### config.mk
export PLATFORM = sky130hd
export DESIGN_NAME = cost_augmented_label_argmax
export DESIGN_NICKNAME = d
export VERILOG_FILES = /design/src/hdl/cala_pkg.sv /design/src/hdl/cost_augmented_label_argmax.sv /design/src/hdl/cala_front.sv /design/src/hdl/cala_queue.sv /design/src/hdl/cala_back.sv
export SDC_FILE = /design/constraint.sdc
export NUM_CORES = 2
export LEC_CHECK = 0
export ABC_AREA = 0
export BUFFER_PORTS_ARGS = -buffer_cell sky130_fd_sc_hd__buf_2
export CORE_ASPECT_RATIO = 1.25
export CORE_UTILIZATION = 52
export DETAILED_ROUTE_END_ITERATION = 6
export PLACE_DENSITY = 0.65
export SKIP_LAST_GASP = 1
export SLEW_MARGIN = 25
export SYNTH_ARGS = -nofsm -noshare
export SYNTH_HDL_FRONTEND = slang
export SYNTH_HIERARCHICAL = 1
export SYNTH_SLANG_ARGS = --single-unit
### constraint.sdc
create_clock -name clk -period 20.2 [get_ports clk]
set_input_delay 2.02 -clock clk [delete_from_list [all_inputs] [get_ports clk]]
set_output_delay 2.02 -clock clk [all_outputs]
set_load 0.02 [all_outputs]
### src/hdl/cala_pkg.sv
// ----------------------------------------------------------------------------
// cala_pkg
// Shared types and constants for the cost-augmented label argmax block.
// ----------------------------------------------------------------------------
package cala_pkg;

    // Defaults for the top-level parameters
    localparam int CALA_MAX_LABELS = 64;
    localparam int CALA_QUEUE_DEPTH = 4;

    // Fixed field widths
    localparam int SCORE_W = 32;
    localparam int WEIGHT_W = 17;
    localparam int ADJ_W = 34;
    localparam int PEN_W = 18;
    localparam int DELTA_W = 36;
    localparam int ACC_W = 48;
    localparam int LABEL_W = 6;
    localparam int CFG_IDX_W = 8;
    localparam int CFG_DATA_W = 32;

    // Configuration register indexes
    localparam logic [CFG_IDX_W-1:0] REG_FP_WEIGHT = 8'd0;
    localparam logic [CFG_IDX_W-1:0] REG_FN_WEIGHT = 8'd1;
    localparam logic [CFG_IDX_W-1:0] REG_AUGMENT = 8'd2;
    localparam logic [CFG_IDX_W-1:0] REG_DROP = 8'd3;

    // Configuration reset values
    localparam logic [WEIGHT_W-1:0] FP_WEIGHT_RESET = 17'd32768;
    localparam logic [WEIGHT_W-1:0] FN_WEIGHT_RESET = 17'd32768;

    // Saturation limits of the accumulators
    localparam logic signed [ACC_W-1:0] ACC_MAX = {1'b0, {(ACC_W-1){1'b1}}};
    localparam logic signed [ACC_W-1:0] ACC_MIN = {1'b1, {(ACC_W-1){1'b0}}};

    typedef struct packed {
        logic [WEIGHT_W-1:0] fp_weight;
        logic [WEIGHT_W-1:0] fn_weight;
        logic                augment;
        logic                drop;
    } cala_cfg_t;

    // One classified item, as handed from front to back
    typedef struct packed {
        logic                     node_end;
        logic                     inst_end;
        logic                     augment;
        logic                     found;
        logic [LABEL_W-1:0]       label;
        logic [WEIGHT_W-1:0]      item_cost;
        logic signed [ADJ_W-1:0]  item_loss;
        logic signed [PEN_W-1:0]  win_pen;
        logic signed [SCORE_W-1:0] win_raw;
    } cala_rec_t;

    typedef struct packed {
        logic full;
        logic empty;
    } cala_qstat_t;

endpackage

### src/hdl/cost_augmented_label_argmax.sv
// ----------------------------------------------------------------------------
// cost_augmented_label_argmax
// Streaming cost-augmented argmax over the candidate labels of each node,
// with saturating Hamming cost and structured loss per instance.
// ----------------------------------------------------------------------------
// Path: a node-end beat passes the record queue, delta stage and result register.
// Throughput: one item per cycle while the queue has room; the front argmax compare
//   loop and the back saturating accumulate loop each close through one register.
// The front stalls only when the record queue is full (CALA_QUEUE_DEPTH).
// Reset: asynchronous, active low; clears the argmax state, the queue, the
//   accumulators and the config registers to their defaults. No clearing pass.
module cost_augmented_label_argmax
    import cala_pkg::*;
#(
    parameter int MaxLabels = CALA_MAX_LABELS,
    parameter int QueueDepth = CALA_QUEUE_DEPTH
)
(
    input  logic                      clk,
    input  logic                      rst_n,
    // Item channel
    input  logic                      item_valid,
    output logic                      item_stall,
    input  logic signed [SCORE_W-1:0] score,
    input  logic                      gold,
    input  logic                      last_in_node,
    input  logic                      last_in_instance,
    // Result channel
    output logic                      result_valid,
    input  logic                      result_stall,
    output logic [LABEL_W-1:0]        label_index,
    output logic                      label_found,
    output logic                      instance_end,
    output logic signed [ACC_W-1:0]   total_cost,
    output logic signed [ACC_W-1:0]   total_loss,
    // Configuration write channel
    input  logic                      cfg_valid,
    output logic                      cfg_ready,
    input  logic [CFG_IDX_W-1:0]      cfg_index,
    input  logic [CFG_DATA_W-1:0]     cfg_data
);

    cala_cfg_t   cfg_reg, cfg_next;
    cala_rec_t   front_rec, queue_rec;
    cala_qstat_t qstat;
    logic        item_accept;
    logic        pop;

    // Config writes are always taken; ready is tied high
    assign cfg_ready = 1'b1;

    always_comb
    begin
        cfg_next = cfg_reg;
        if (cfg_valid && cfg_ready)
        begin
            case (cfg_index)
                REG_FP_WEIGHT: cfg_next.fp_weight = cfg_data[WEIGHT_W-1:0];
                REG_FN_WEIGHT: cfg_next.fn_weight = cfg_data[WEIGHT_W-1:0];
                REG_AUGMENT:   cfg_next.augment   = cfg_data[0];
                REG_DROP:      cfg_next.drop      = cfg_data[0];
                default:       cfg_next = cfg_reg;
            endcase
        end
    end

    always_ff @(posedge clk or negedge rst_n)
    begin
        if (!rst_n)
        begin
            cfg_reg.fp_weight <= FP_WEIGHT_RESET;
            cfg_reg.fn_weight <= FN_WEIGHT_RESET;
            cfg_reg.augment   <= 1'b1;
            cfg_reg.drop      <= 1'b0;
        end
        else
        begin
            cfg_reg <= cfg_next;
        end
    end

    // Hold the item side only while the queue has no free slot
    assign item_stall  = qstat.full;
    assign item_accept = item_valid && !item_stall;

    // Front: adjust, argmax, classify every beat into one record
    cala_front #(
        .MaxLabels (MaxLabels)
    ) u_front (
        .clk              (clk),
        .rst_n            (rst_n),
        .accept           (item_accept),
        .score            (score),
        .gold             (gold),
        .last_in_node     (last_in_node),
        .last_in_instance (last_in_instance),
        .cfg              (cfg_reg),
        .rec              (front_rec)
    );

    // Decouple the two sides so either may stall on its own
    cala_queue #(
        .Depth (QueueDepth)
    ) u_queue (
        .clk    (clk),
        .rst_n  (rst_n),
        .push   (item_accept),
        .wr_rec (front_rec),
        .pop    (pop),
        .rd_rec (queue_rec),
        .stat   (qstat)
    );

    // Back: sum terms, saturate into the accumulators, drive results
    cala_back u_back (
        .clk          (clk),
        .rst_n        (rst_n),
        .rd_rec       (queue_rec),
        .qstat        (qstat),
        .pop          (pop),
        .result_valid (result_valid),
        .result_stall (result_stall),
        .label_index  (label_index),
        .label_found  (label_found),
        .instance_end (instance_end),
        .total_cost   (total_cost),
        .total_loss   (total_loss)
    );

    // A null result always carries label zero
    a_null_label: assert property (@(posedge clk) disable iff (!rst_n)
        result_valid && !label_found |-> label_index == '0)
        else $error("null result with nonzero label index");

    // Full and empty never both
    a_queue_flags: assert property (@(posedge clk) disable iff (!rst_n)
        !(qstat.full && qstat.empty))
        else $error("queue reports full and empty");

    // An accepted beat always lands in the queue
    a_push_lands: assert property (@(posedge clk) disable iff (!rst_n)
        item_accept |=> !qstat.empty)
        else $error("accepted beat missing from queue");

    // Pop only from a nonempty queue
    a_pop_nonempty: assert property (@(posedge clk) disable iff (!rst_n)
        pop |-> !qstat.empty)
        else $error("pop from empty queue");

endmodule

### src/hdl/cala_front.sv
// ----------------------------------------------------------------------------
// cala_front
// Adjust each score, track the first strict maximum of the node and
// classify the beat into a record for the accumulate side.
// ----------------------------------------------------------------------------
module cala_front
    import cala_pkg::*;
#(
    parameter int MaxLabels = CALA_MAX_LABELS
)
(
    input  logic                      clk,
    input  logic                      rst_n,
    input  logic                      accept,
    input  logic signed [SCORE_W-1:0] score,
    input  logic                      gold,
    input  logic                      last_in_node,
    input  logic                      last_in_instance,
    input  cala_cfg_t                 cfg,
    output cala_rec_t                 rec
);

    localparam int CW = $clog2(MaxLabels + 1);
    localparam int PW = (MaxLabels > 1) ? $clog2(MaxLabels) : 1;

    logic [CW-1:0]             cnt_reg, cnt_next;
    logic signed [ADJ_W-1:0]   best_adj_reg, best_adj_next;
    logic signed [SCORE_W-1:0] best_raw_reg, best_raw_next;
    logic [PW-1:0]             best_pos_reg, best_pos_next;
    logic                      best_gold_reg, best_gold_next;

    logic signed [ADJ_W-1:0]   raw_x, a_x, b_x, adj;
    logic signed [ADJ_W-1:0]   cand_adj;
    logic signed [SCORE_W-1:0] cand_raw;
    logic [PW-1:0]             cand_pos;
    logic                      cand_gold;
    logic                      in_range, take, node_end, found;
    logic [PW+LABEL_W-1:0]     pos_wide;

    always_comb
    begin
        raw_x = {{(ADJ_W-SCORE_W){score[SCORE_W-1]}}, score};
        a_x   = {{(ADJ_W-WEIGHT_W){1'b0}}, cfg.fp_weight};
        b_x   = {{(ADJ_W-WEIGHT_W){1'b0}}, cfg.fn_weight};
        if (!cfg.augment)
        begin
            adj = raw_x;
        end
        else if (gold)
        begin
            adj = raw_x - b_x;
        end
        else
        begin
            adj = raw_x + a_x;
        end

        in_range = (cnt_reg < CW'(MaxLabels));
        take     = in_range && ((cnt_reg == '0) || (adj > best_adj_reg));
        node_end = last_in_node || last_in_instance;

        cand_adj  = take ? adj : best_adj_reg;
        cand_raw  = take ? score : best_raw_reg;
        cand_pos  = take ? cnt_reg[PW-1:0] : best_pos_reg;
        cand_gold = take ? gold : best_gold_reg;

        // At least one candidate was seen, so only the null drop can clear it
        found    = !(cfg.drop && (cand_adj[ADJ_W-1] || (cand_adj == '0)));
        pos_wide = {{LABEL_W{1'b0}}, cand_pos};

        rec.node_end  = node_end;
        rec.inst_end  = last_in_instance;
        rec.augment   = cfg.augment;
        rec.found     = node_end && found;
        rec.label     = (node_end && found) ? pos_wide[LABEL_W-1:0] : '0;
        rec.item_cost = (cfg.augment && gold) ? cfg.fn_weight : '0;
        rec.item_loss = (cfg.augment && gold) ? (b_x - raw_x) : '0;
        if (cfg.augment && node_end && found)
        begin
            rec.win_pen = cand_gold ? -{1'b0, cfg.fn_weight} : {1'b0, cfg.fp_weight};
            rec.win_raw = cand_raw;
        end
        else
        begin
            rec.win_pen = '0;
            rec.win_raw = '0;
        end

        cnt_next       = cnt_reg;
        best_adj_next  = best_adj_reg;
        best_raw_next  = best_raw_reg;
        best_pos_next  = best_pos_reg;
        best_gold_next = best_gold_reg;
        if (accept)
        begin
            if (node_end)
            begin
                cnt_next       = '0;
                best_adj_next  = '0;
                best_raw_next  = '0;
                best_pos_next  = '0;
                best_gold_next = 1'b0;
            end
            else
            begin
                cnt_next       = in_range ? cnt_reg + 1'b1 : cnt_reg;
                best_adj_next  = cand_adj;
                best_raw_next  = cand_raw;
                best_pos_next  = cand_pos;
                best_gold_next = cand_gold;
            end
        end
    end

    always_ff @(posedge clk or negedge rst_n)
    begin
        if (!rst_n)
        begin
            cnt_reg       <= '0;
            best_adj_reg  <= '0;
            best_raw_reg  <= '0;
            best_pos_reg  <= '0;
            best_gold_reg <= 1'b0;
        end
        else
        begin
            cnt_reg       <= cnt_next;
            best_adj_reg  <= best_adj_next;
            best_raw_reg  <= best_raw_next;
            best_pos_reg  <= best_pos_next;
            best_gold_reg <= best_gold_next;
        end
    end

endmodule

### src/hdl/cala_queue.sv
// ----------------------------------------------------------------------------
// cala_queue
// Short first-in first-out queue of classified records.
// ----------------------------------------------------------------------------
module cala_queue
    import cala_pkg::*;
#(
    parameter int Depth = CALA_QUEUE_DEPTH
)
(
    input  logic        clk,
    input  logic        rst_n,
    input  logic        push,
    input  cala_rec_t   wr_rec,
    input  logic        pop,
    output cala_rec_t   rd_rec,
    output cala_qstat_t stat
);

    localparam int AW = (Depth > 1) ? $clog2(Depth) : 1;
    localparam int NW = $clog2(Depth + 1);

    cala_rec_t     entry_reg [Depth];
    logic [AW-1:0] wr_ptr_reg, wr_ptr_next;
    logic [AW-1:0] rd_ptr_reg, rd_ptr_next;
    logic [NW-1:0] count_reg, count_next;

    always_comb
    begin
        wr_ptr_next = wr_ptr_reg;
        rd_ptr_next = rd_ptr_reg;
        if (push)
        begin
            wr_ptr_next = (wr_ptr_reg == AW'(Depth - 1)) ? '0 : wr_ptr_reg + 1'b1;
        end
        if (pop)
        begin
            rd_ptr_next = (rd_ptr_reg == AW'(Depth - 1)) ? '0 : rd_ptr_reg + 1'b1;
        end
        count_next = count_reg;
        if (push && !pop)
        begin
            count_next = count_reg + 1'b1;
        end
        else if (pop && !push)
        begin
            count_next = count_reg - 1'b1;
        end
        stat.full  = (count_reg == NW'(Depth));
        stat.empty = (count_reg == '0);
        rd_rec     = entry_reg[rd_ptr_reg];
    end

    always_ff @(posedge clk)
    begin
        if (push)
        begin
            entry_reg[wr_ptr_reg] <= wr_rec;
        end
    end

    always_ff @(posedge clk or negedge rst_n)
    begin
        if (!rst_n)
        begin
            wr_ptr_reg <= '0;
            rd_ptr_reg <= '0;
            count_reg  <= '0;
        end
        else
        begin
            wr_ptr_reg <= wr_ptr_next;
            rd_ptr_reg <= rd_ptr_next;
            count_reg  <= count_next;
        end
    end

endmodule

### src/hdl/cala_back.sv
// ----------------------------------------------------------------------------
// cala_back
// Sum the cost and loss terms of each record, accumulate with saturation
// and hold node results in the output register.
// ----------------------------------------------------------------------------
module cala_back
    import cala_pkg::*;
(
    input  logic                    clk,
    input  logic                    rst_n,
    input  cala_rec_t               rd_rec,
    input  cala_qstat_t             qstat,
    output logic                    pop,
    output logic                    result_valid,
    input  logic                    result_stall,
    output logic [LABEL_W-1:0]      label_index,
    output logic                    label_found,
    output logic                    instance_end,
    output logic signed [ACC_W-1:0] total_cost,
    output logic signed [ACC_W-1:0] total_loss
);

    // Delta stage
    logic                      s1_valid_reg, s1_valid_next;
    logic                      s1_node_end_reg, s1_inst_end_reg, s1_aug_reg, s1_found_reg;
    logic [LABEL_W-1:0]        s1_label_reg;
    logic signed [DELTA_W-1:0] s1_dcost_reg, s1_dloss_reg;
    logic signed [DELTA_W-1:0] dcost, dloss;

    // Accumulate stage
    logic signed [ACC_W-1:0]   cost_acc_reg, cost_acc_next;
    logic signed [ACC_W-1:0]   loss_acc_reg, loss_acc_next;
    logic signed [ACC_W-1:0]   cost_sum, loss_sum;
    logic                      res_valid_reg, res_valid_next;
    logic [LABEL_W-1:0]        res_label_reg;
    logic                      res_found_reg, res_inst_reg;
    logic signed [ACC_W-1:0]   res_cost_reg, res_loss_reg;
    logic                      consume, advance;

    function automatic logic signed [ACC_W-1:0] sat_add(
        input logic signed [ACC_W-1:0]   acc,
        input logic signed [DELTA_W-1:0] d
    );
        logic signed [ACC_W:0] s;
        s = {acc[ACC_W-1], acc} + {{(ACC_W+1-DELTA_W){d[DELTA_W-1]}}, d};
        if (s[ACC_W] != s[ACC_W-1])
        begin
            return s[ACC_W] ? ACC_MIN : ACC_MAX;
        end
        return s[ACC_W-1:0];
    endfunction

    always_comb
    begin
        dcost = DELTA_W'(signed'({1'b0, rd_rec.item_cost}))
              + {{(DELTA_W-PEN_W){rd_rec.win_pen[PEN_W-1]}}, rd_rec.win_pen};
        dloss = {{(DELTA_W-ADJ_W){rd_rec.item_loss[ADJ_W-1]}}, rd_rec.item_loss}
              + {{(DELTA_W-PEN_W){rd_rec.win_pen[PEN_W-1]}}, rd_rec.win_pen}
              + {{(DELTA_W-SCORE_W){rd_rec.win_raw[SCORE_W-1]}}, rd_rec.win_raw};

        // A non-final beat only updates the accumulators; a node end needs room
        consume = s1_valid_reg && (!s1_node_end_reg || !res_valid_reg || !result_stall);
        advance = !s1_valid_reg || consume;
        pop     = advance && !qstat.empty;

        s1_valid_next = s1_valid_reg;
        if (advance)
        begin
            s1_valid_next = !qstat.empty;
        end

        cost_sum = s1_aug_reg ? sat_add(cost_acc_reg, s1_dcost_reg) : '0;
        loss_sum = s1_aug_reg ? sat_add(loss_acc_reg, s1_dloss_reg) : '0;

        cost_acc_next = cost_acc_reg;
        loss_acc_next = loss_acc_reg;
        if (consume)
        begin
            cost_acc_next = s1_inst_end_reg ? '0 : cost_sum;
            loss_acc_next = s1_inst_end_reg ? '0 : loss_sum;
        end

        res_valid_next = res_valid_reg && result_stall;
        if (consume && s1_node_end_reg)
        begin
            res_valid_next = 1'b1;
        end
    end

    always_ff @(posedge clk)
    begin
        if (pop)
        begin
            s1_node_end_reg <= rd_rec.node_end;
            s1_inst_end_reg <= rd_rec.inst_end;
            s1_aug_reg      <= rd_rec.augment;
            s1_found_reg    <= rd_rec.found;
            s1_label_reg    <= rd_rec.label;
            s1_dcost_reg    <= dcost;
            s1_dloss_reg    <= dloss;
        end
        if (consume && s1_node_end_reg)
        begin
            res_label_reg <= s1_label_reg;
            res_found_reg <= s1_found_reg;
            res_inst_reg  <= s1_inst_end_reg;
            res_cost_reg  <= cost_sum;
            res_loss_reg  <= loss_sum;
        end
    end

    always_ff @(posedge clk or negedge rst_n)
    begin
        if (!rst_n)
        begin
            s1_valid_reg  <= 1'b0;
            res_valid_reg <= 1'b0;
            cost_acc_reg  <= '0;
            loss_acc_reg  <= '0;
        end
        else
        begin
            s1_valid_reg  <= s1_valid_next;
            res_valid_reg <= res_valid_next;
            cost_acc_reg  <= cost_acc_next;
            loss_acc_reg  <= loss_acc_next;
        end
    end

    assign result_valid = res_valid_reg;
    assign label_index  = res_label_reg;
    assign label_found  = res_found_reg;
    assign instance_end = res_inst_reg;
    assign total_cost   = res_cost_reg;
    assign total_loss   = res_loss_reg;

endmodule

* Word-level counts from Yosys, hierarchy flattened *
Memory sizes are Yosys's and may differ from the RTL's.
Index checks and enable logic that the tools add are counted.

cells by class
  add/sub/neg operators = 14
  order comparisons = 2
  equal/unequal tests = 8
  mux-type cells = 36
  reductions and logical operators = 39

operators with widths
  kind                  count
  $mux W48              10
  $mux W34              5
  $mux W32              2
  $mux W50              1
  $add A48 B19 Y49      1
  $add A48 B36 Y49      1
  $add A36 B36 Y36      1
  $add A34 B18 Y35      1
  $gt A34 B34 Y1        1
  $logic_not A34 Y1     1
  $add A32 B18 Y33      1
  $sub A18 B32 Y33      1
  $sub A32 B18 Y33      1
  $add A18 B18 Y19      1
  $mux W18              1
  $mux W6               3
  $neg A17 Y18          1
  $mux W17              1
  $eq A8 B2 Y1 const B  2
  $mux W7               2
  $logic_and A1 B1 Y1   13
  $reduce_and A2 Y1     5
  $logic_not A1 Y1      9
  $eq A8 B1 Y1 const B  1
  other kinds (16)      33

storage, ports and cells
  bits in registers = 390
  bits in writable memories = 444
  bits of input ports = 80
  output and inout bits = 107
  word-level logic and storage cells = 128
  memories kept = 1

memories
  name               words  bits a word  rd ports  clocked after Yosys merged registers in  write ports  line              text
  u_queue.entry_reg  4      111          1         0                                        1            cala_queue.sv:23  cala_rec_t entry_reg [Depth];

* Longest topological paths before layout *
  word-level depth = 13
  mapped depth = 32
  mapped depth without buffers = 30

* Cells and area by module *
The synthesis kept the hierarchy.

modules (own cells, without submodules)
  module                       times used  cells each  area an instance (um^2)  seq. area each (um^2)
  cala_back                    1           1894        18195.0                  7527.2
  cala_queue                   1           617         16458.3                  13508.0
  cala_front                   1           1244        9593.0                   2001.9
  cost_augmented_label_argmax  1           84          1492.7                   904.6

* Worst setup path before layout *
Ideal clock, no wire load.

  path kind = in2reg
  start point = input port gold
  end point = memory u_queue/entry_reg[0][48] (netlist name) (data pin)
  setup time = 0.240 ns
  arrival time = 8.173 ns
  required time = 19.960 ns
  path slack = 11.787 ns
  cell stages on the path = 27
  buffers on the path = 5
  cells stage by stage = clkbuf_1 clkbuf_1 clkbuf_1 nor2_1 a21oi_1 ha_1 nor2b_1 o31a_1 o31ai_2 a31oi_1 o211ai_1 nand4_1 a32oi_1 and4_1 inv_1 ha_1 nand4_1 or3_1 or2_1 o31ai_2 nor3_1 a211oi_2 buf_4 mux2i_1 clkbuf_1 a21oi_1 nor4_1

RTL lines
  item         line                               text
  from (decl)  cost_augmented_label_argmax.sv:25  input logic gold,
  to (decl)    cala_queue.sv:23

==> flow_summary.ini <==
[global_routing]
grtUsageTotal_pct = 24.7
grt_max_degree = 93
grt_pass1_vias = 30300
antenna_found_initial = 5
overflow = 0
grt_pass1_wl_um = 171000

[timing]
post-route-period-util_pct = 52.3
setup_viol = 0
tightest_slew_ns = 0.991
slew_violations = 0
skew_ns = 0.0246
fin_crit_ns = 10.56
fmax_ghz = 0.0947
worst_slew_margin_rel_pct = 32.2
finalSetupTns_ns = 0
rsz0062_at_grt = false
hold_violations = 0

[setup_path]
slowest_stage = nor4_1
reg2reg_from = cfg_reg[27]
worst_ep_required_time_ns = 20.55
start_kind = input port
cp_top_family = compound AO/OA/AOI/OAI gates
crit_path_end_kind = flip-flop
worstPathArrival_ns = 10.92
max_stage_delay_ns = 0.73
path_common_cell = inv_1
r2r_cells = 30
cp_max_fo = 57
worst-path-buf-inv = 6
worstSetupPathType = in -> reg
r2r-end = u_queue/entry_reg[0][48]
ff2ff_setup_slack_ns = 9.70

[logic_synthesis]
syn_avg_cell_area_um2 = 11.9
synth_ff_type = edfxtp_1
synth_top_area_share_pct = 40.2
synth_top_cell_by_area = edfxtp_1
synthesis.nets = 4201
synth_cell_type_count = 104
synth_edf_count = 613
synth_warnings = 6
synthCells = 3839
synth_area_mm2 = 0.0457
ys_seq_area_share_pct = 52.3
yosys-top-cells-area = edfxtp_1, dfrtp_1, ha_1
synth-seq-cells = 834
synth-async-reset-ratio_pct = 26.5

[clock_tree]
holdBufCountCts = 0
cts_setup_buffers = 0
cts_tree = done
clock_latency_ns = 0.66
ctsResizeCount = 0
cts_buffer_depth = 3
cts_buffers = 85
cts-root-buf = clkbuf_16
cts_sinks = 834
path_clk_slew_ns = 0.06
h-tree-depth = 3

[power_and_ir_drop]
cellPowerDensity_mw_per_mm2 = 190
leakage_nw = 20.3
vdd_drop_max_uv = 112

[finish]
finalNonFillerCells = 5186
layout-drive-gt1-share_pct = 14.5
fin_nets = 4304
largest_reg_flops = 444
num-fill-cells = 7246
syn_to_final_growth_pct = 9.87

[placement]
gp_congestion = 0.938
dp_cells = 5023
dp_hpwl_um = 76800
io_buffers = 170

[floorplanning]
fp.coreArea_mm2 = 0.0871
die_h_um = 334
ios = 187
die_w_um = 267
placementRows = 121
die_area_mm2 = 0.0892
start_util_pct = 52.5

[run]
maxCapViolations = 0

[worst_hold_path]
whs_path_depth = 0
hold_start = u_back/s1_label_reg[3]
hold_end = u_back/label_index[3]
hp-class = reg -> reg

[route]
drt_pre_antenna_iters = 5
routed_via_density = 5.88
vias = 30500
route.detailed.drc = 0
routed_wl_um = 109000
first_iter_violations = 2171
antenna_left = 0
avgRoutedWirePerCell_um = 21.1

[outcome]
status = finished, final reports clean
## logic make-up (layout without fill, tap and decap cells)
family,after synthesis,count (layout),share of synthesized area (%)
xor+xnor,191,191,3.70
compound gates,901,901,12.7
buf+inv,349,524,3.61
mux,211,211,7.86
flops,834,834,52.3
other cells,1,5,0.00820
simple gates,1070,1070,11.4
fa+ha+maj,282,282,8.39
## layout by cell type, fill, tap and decap left out, drive strengths merged, types with 33 or more instances in the layout
master and n:
o21ai 259, nor2 352, xnor2 128, nand2 287, a22o 40, a21oi 247, a21o 91, xor2 63
fa 41, nand4 33, nor4 73, edfxtp 613, mux2 44, nor2b 37, clkbuf 111, dfrtp 218
o21bai 36, ha 241, mux2i 56, and3 45, buf 199, mux4 111, nand3 49, nor3 71
inv 171
## cells in the mapped netlist (22+ instances only)
cell type	instances
a21o_1	91
a21oi_1	243
a22o_1	40
a31oi_1	28
and3_1	45
buf_2	34
clkbuf_1	99
dfrtp_1	218
edfxtp_1	613
fa_1	41
ha_1	241
inv_1	164
mux2_2	34
mux2i_1	56
mux4_2	111
nand2_1	287
nand2b_1	29
nand3_1	49
nand4_1	33
nor2_1	352
nor2b_1	37
nor3_1	69
nor4_1	50
nor4_2	23
o21a_1	24
o21ai_0	164
o21ai_1	92
o21bai_1	36
o31ai_1	22
xnor2_1	127
xor2_1	63
## layout make-up
class                           count  area (um2)  area share (%)
Tap cell                         1168        1460            2.91
Sequential cell                   834       23900            47.7
Clock inverter                     48         528            1.05
Timing Repair Buffer              199        1080            2.15
Clock buffer                      111        2320            4.63
Antenna cell                        4        10.0          0.0199
Multi-Input combinational cell   2656       20300            40.4
Inverter                          166         623            1.24
## worst max path at each step
| stage | from | end | slack [ns] | depth (start not counted) |
|---|---|---|---|---|
| floorplan | gold | u_queue/entry_reg[0][48] | 11.79 | 27 |
| global placement | gold | u_queue/entry_reg[0][48] | 9.19 | 26 |
| detailed placement | gold | u_queue/entry_reg[1][2] | 9.10 | 26 |
| CTS | cfg_reg[25] | u_queue/entry_reg[2][2] | 9.78 | 30 |
| global route | gold | u_queue/entry_reg[0][48] | 9.09 | 26 |
| finish | gold | u_queue/entry_reg[0][48] | 9.64 | 26 |
## report_power, final
part	switching, mW	internal [mW]	leakage [nW]	total (mW)
Clock	0.691	0.902	1.37	1.59
Combinational	3.11	2.00	10.0	5.11
Sequential	0.205	2.61	8.86	2.82
## per-stage QoR
step	hold WS [ns]	total power [mW]	util, %	area, um2	setup slack, ns
after floorplan	0.400	6.76	-	45700	11.79
after global placement	0.403	7.91	54.4	47400	9.19
after CTS	0.424	9.59	57.7	50200	9.78
after global routing	0.429	10.2	57.7	50300	9.09
final	0.421	9.53	57.7	50300	9.64
after detailed placement	0.405	7.97	54.4	47400	9.10
## layer usage
metal  up-vias  wire, um  GRT usage, %
met5         -         0             0
met4         0      3600          9.02
met3       202      4870          3.06
met2       823     53900          41.8
met1     14900     46800          32.4
li1      14600         -             -
No activity file was read; power rests on OpenSTA's default activity.
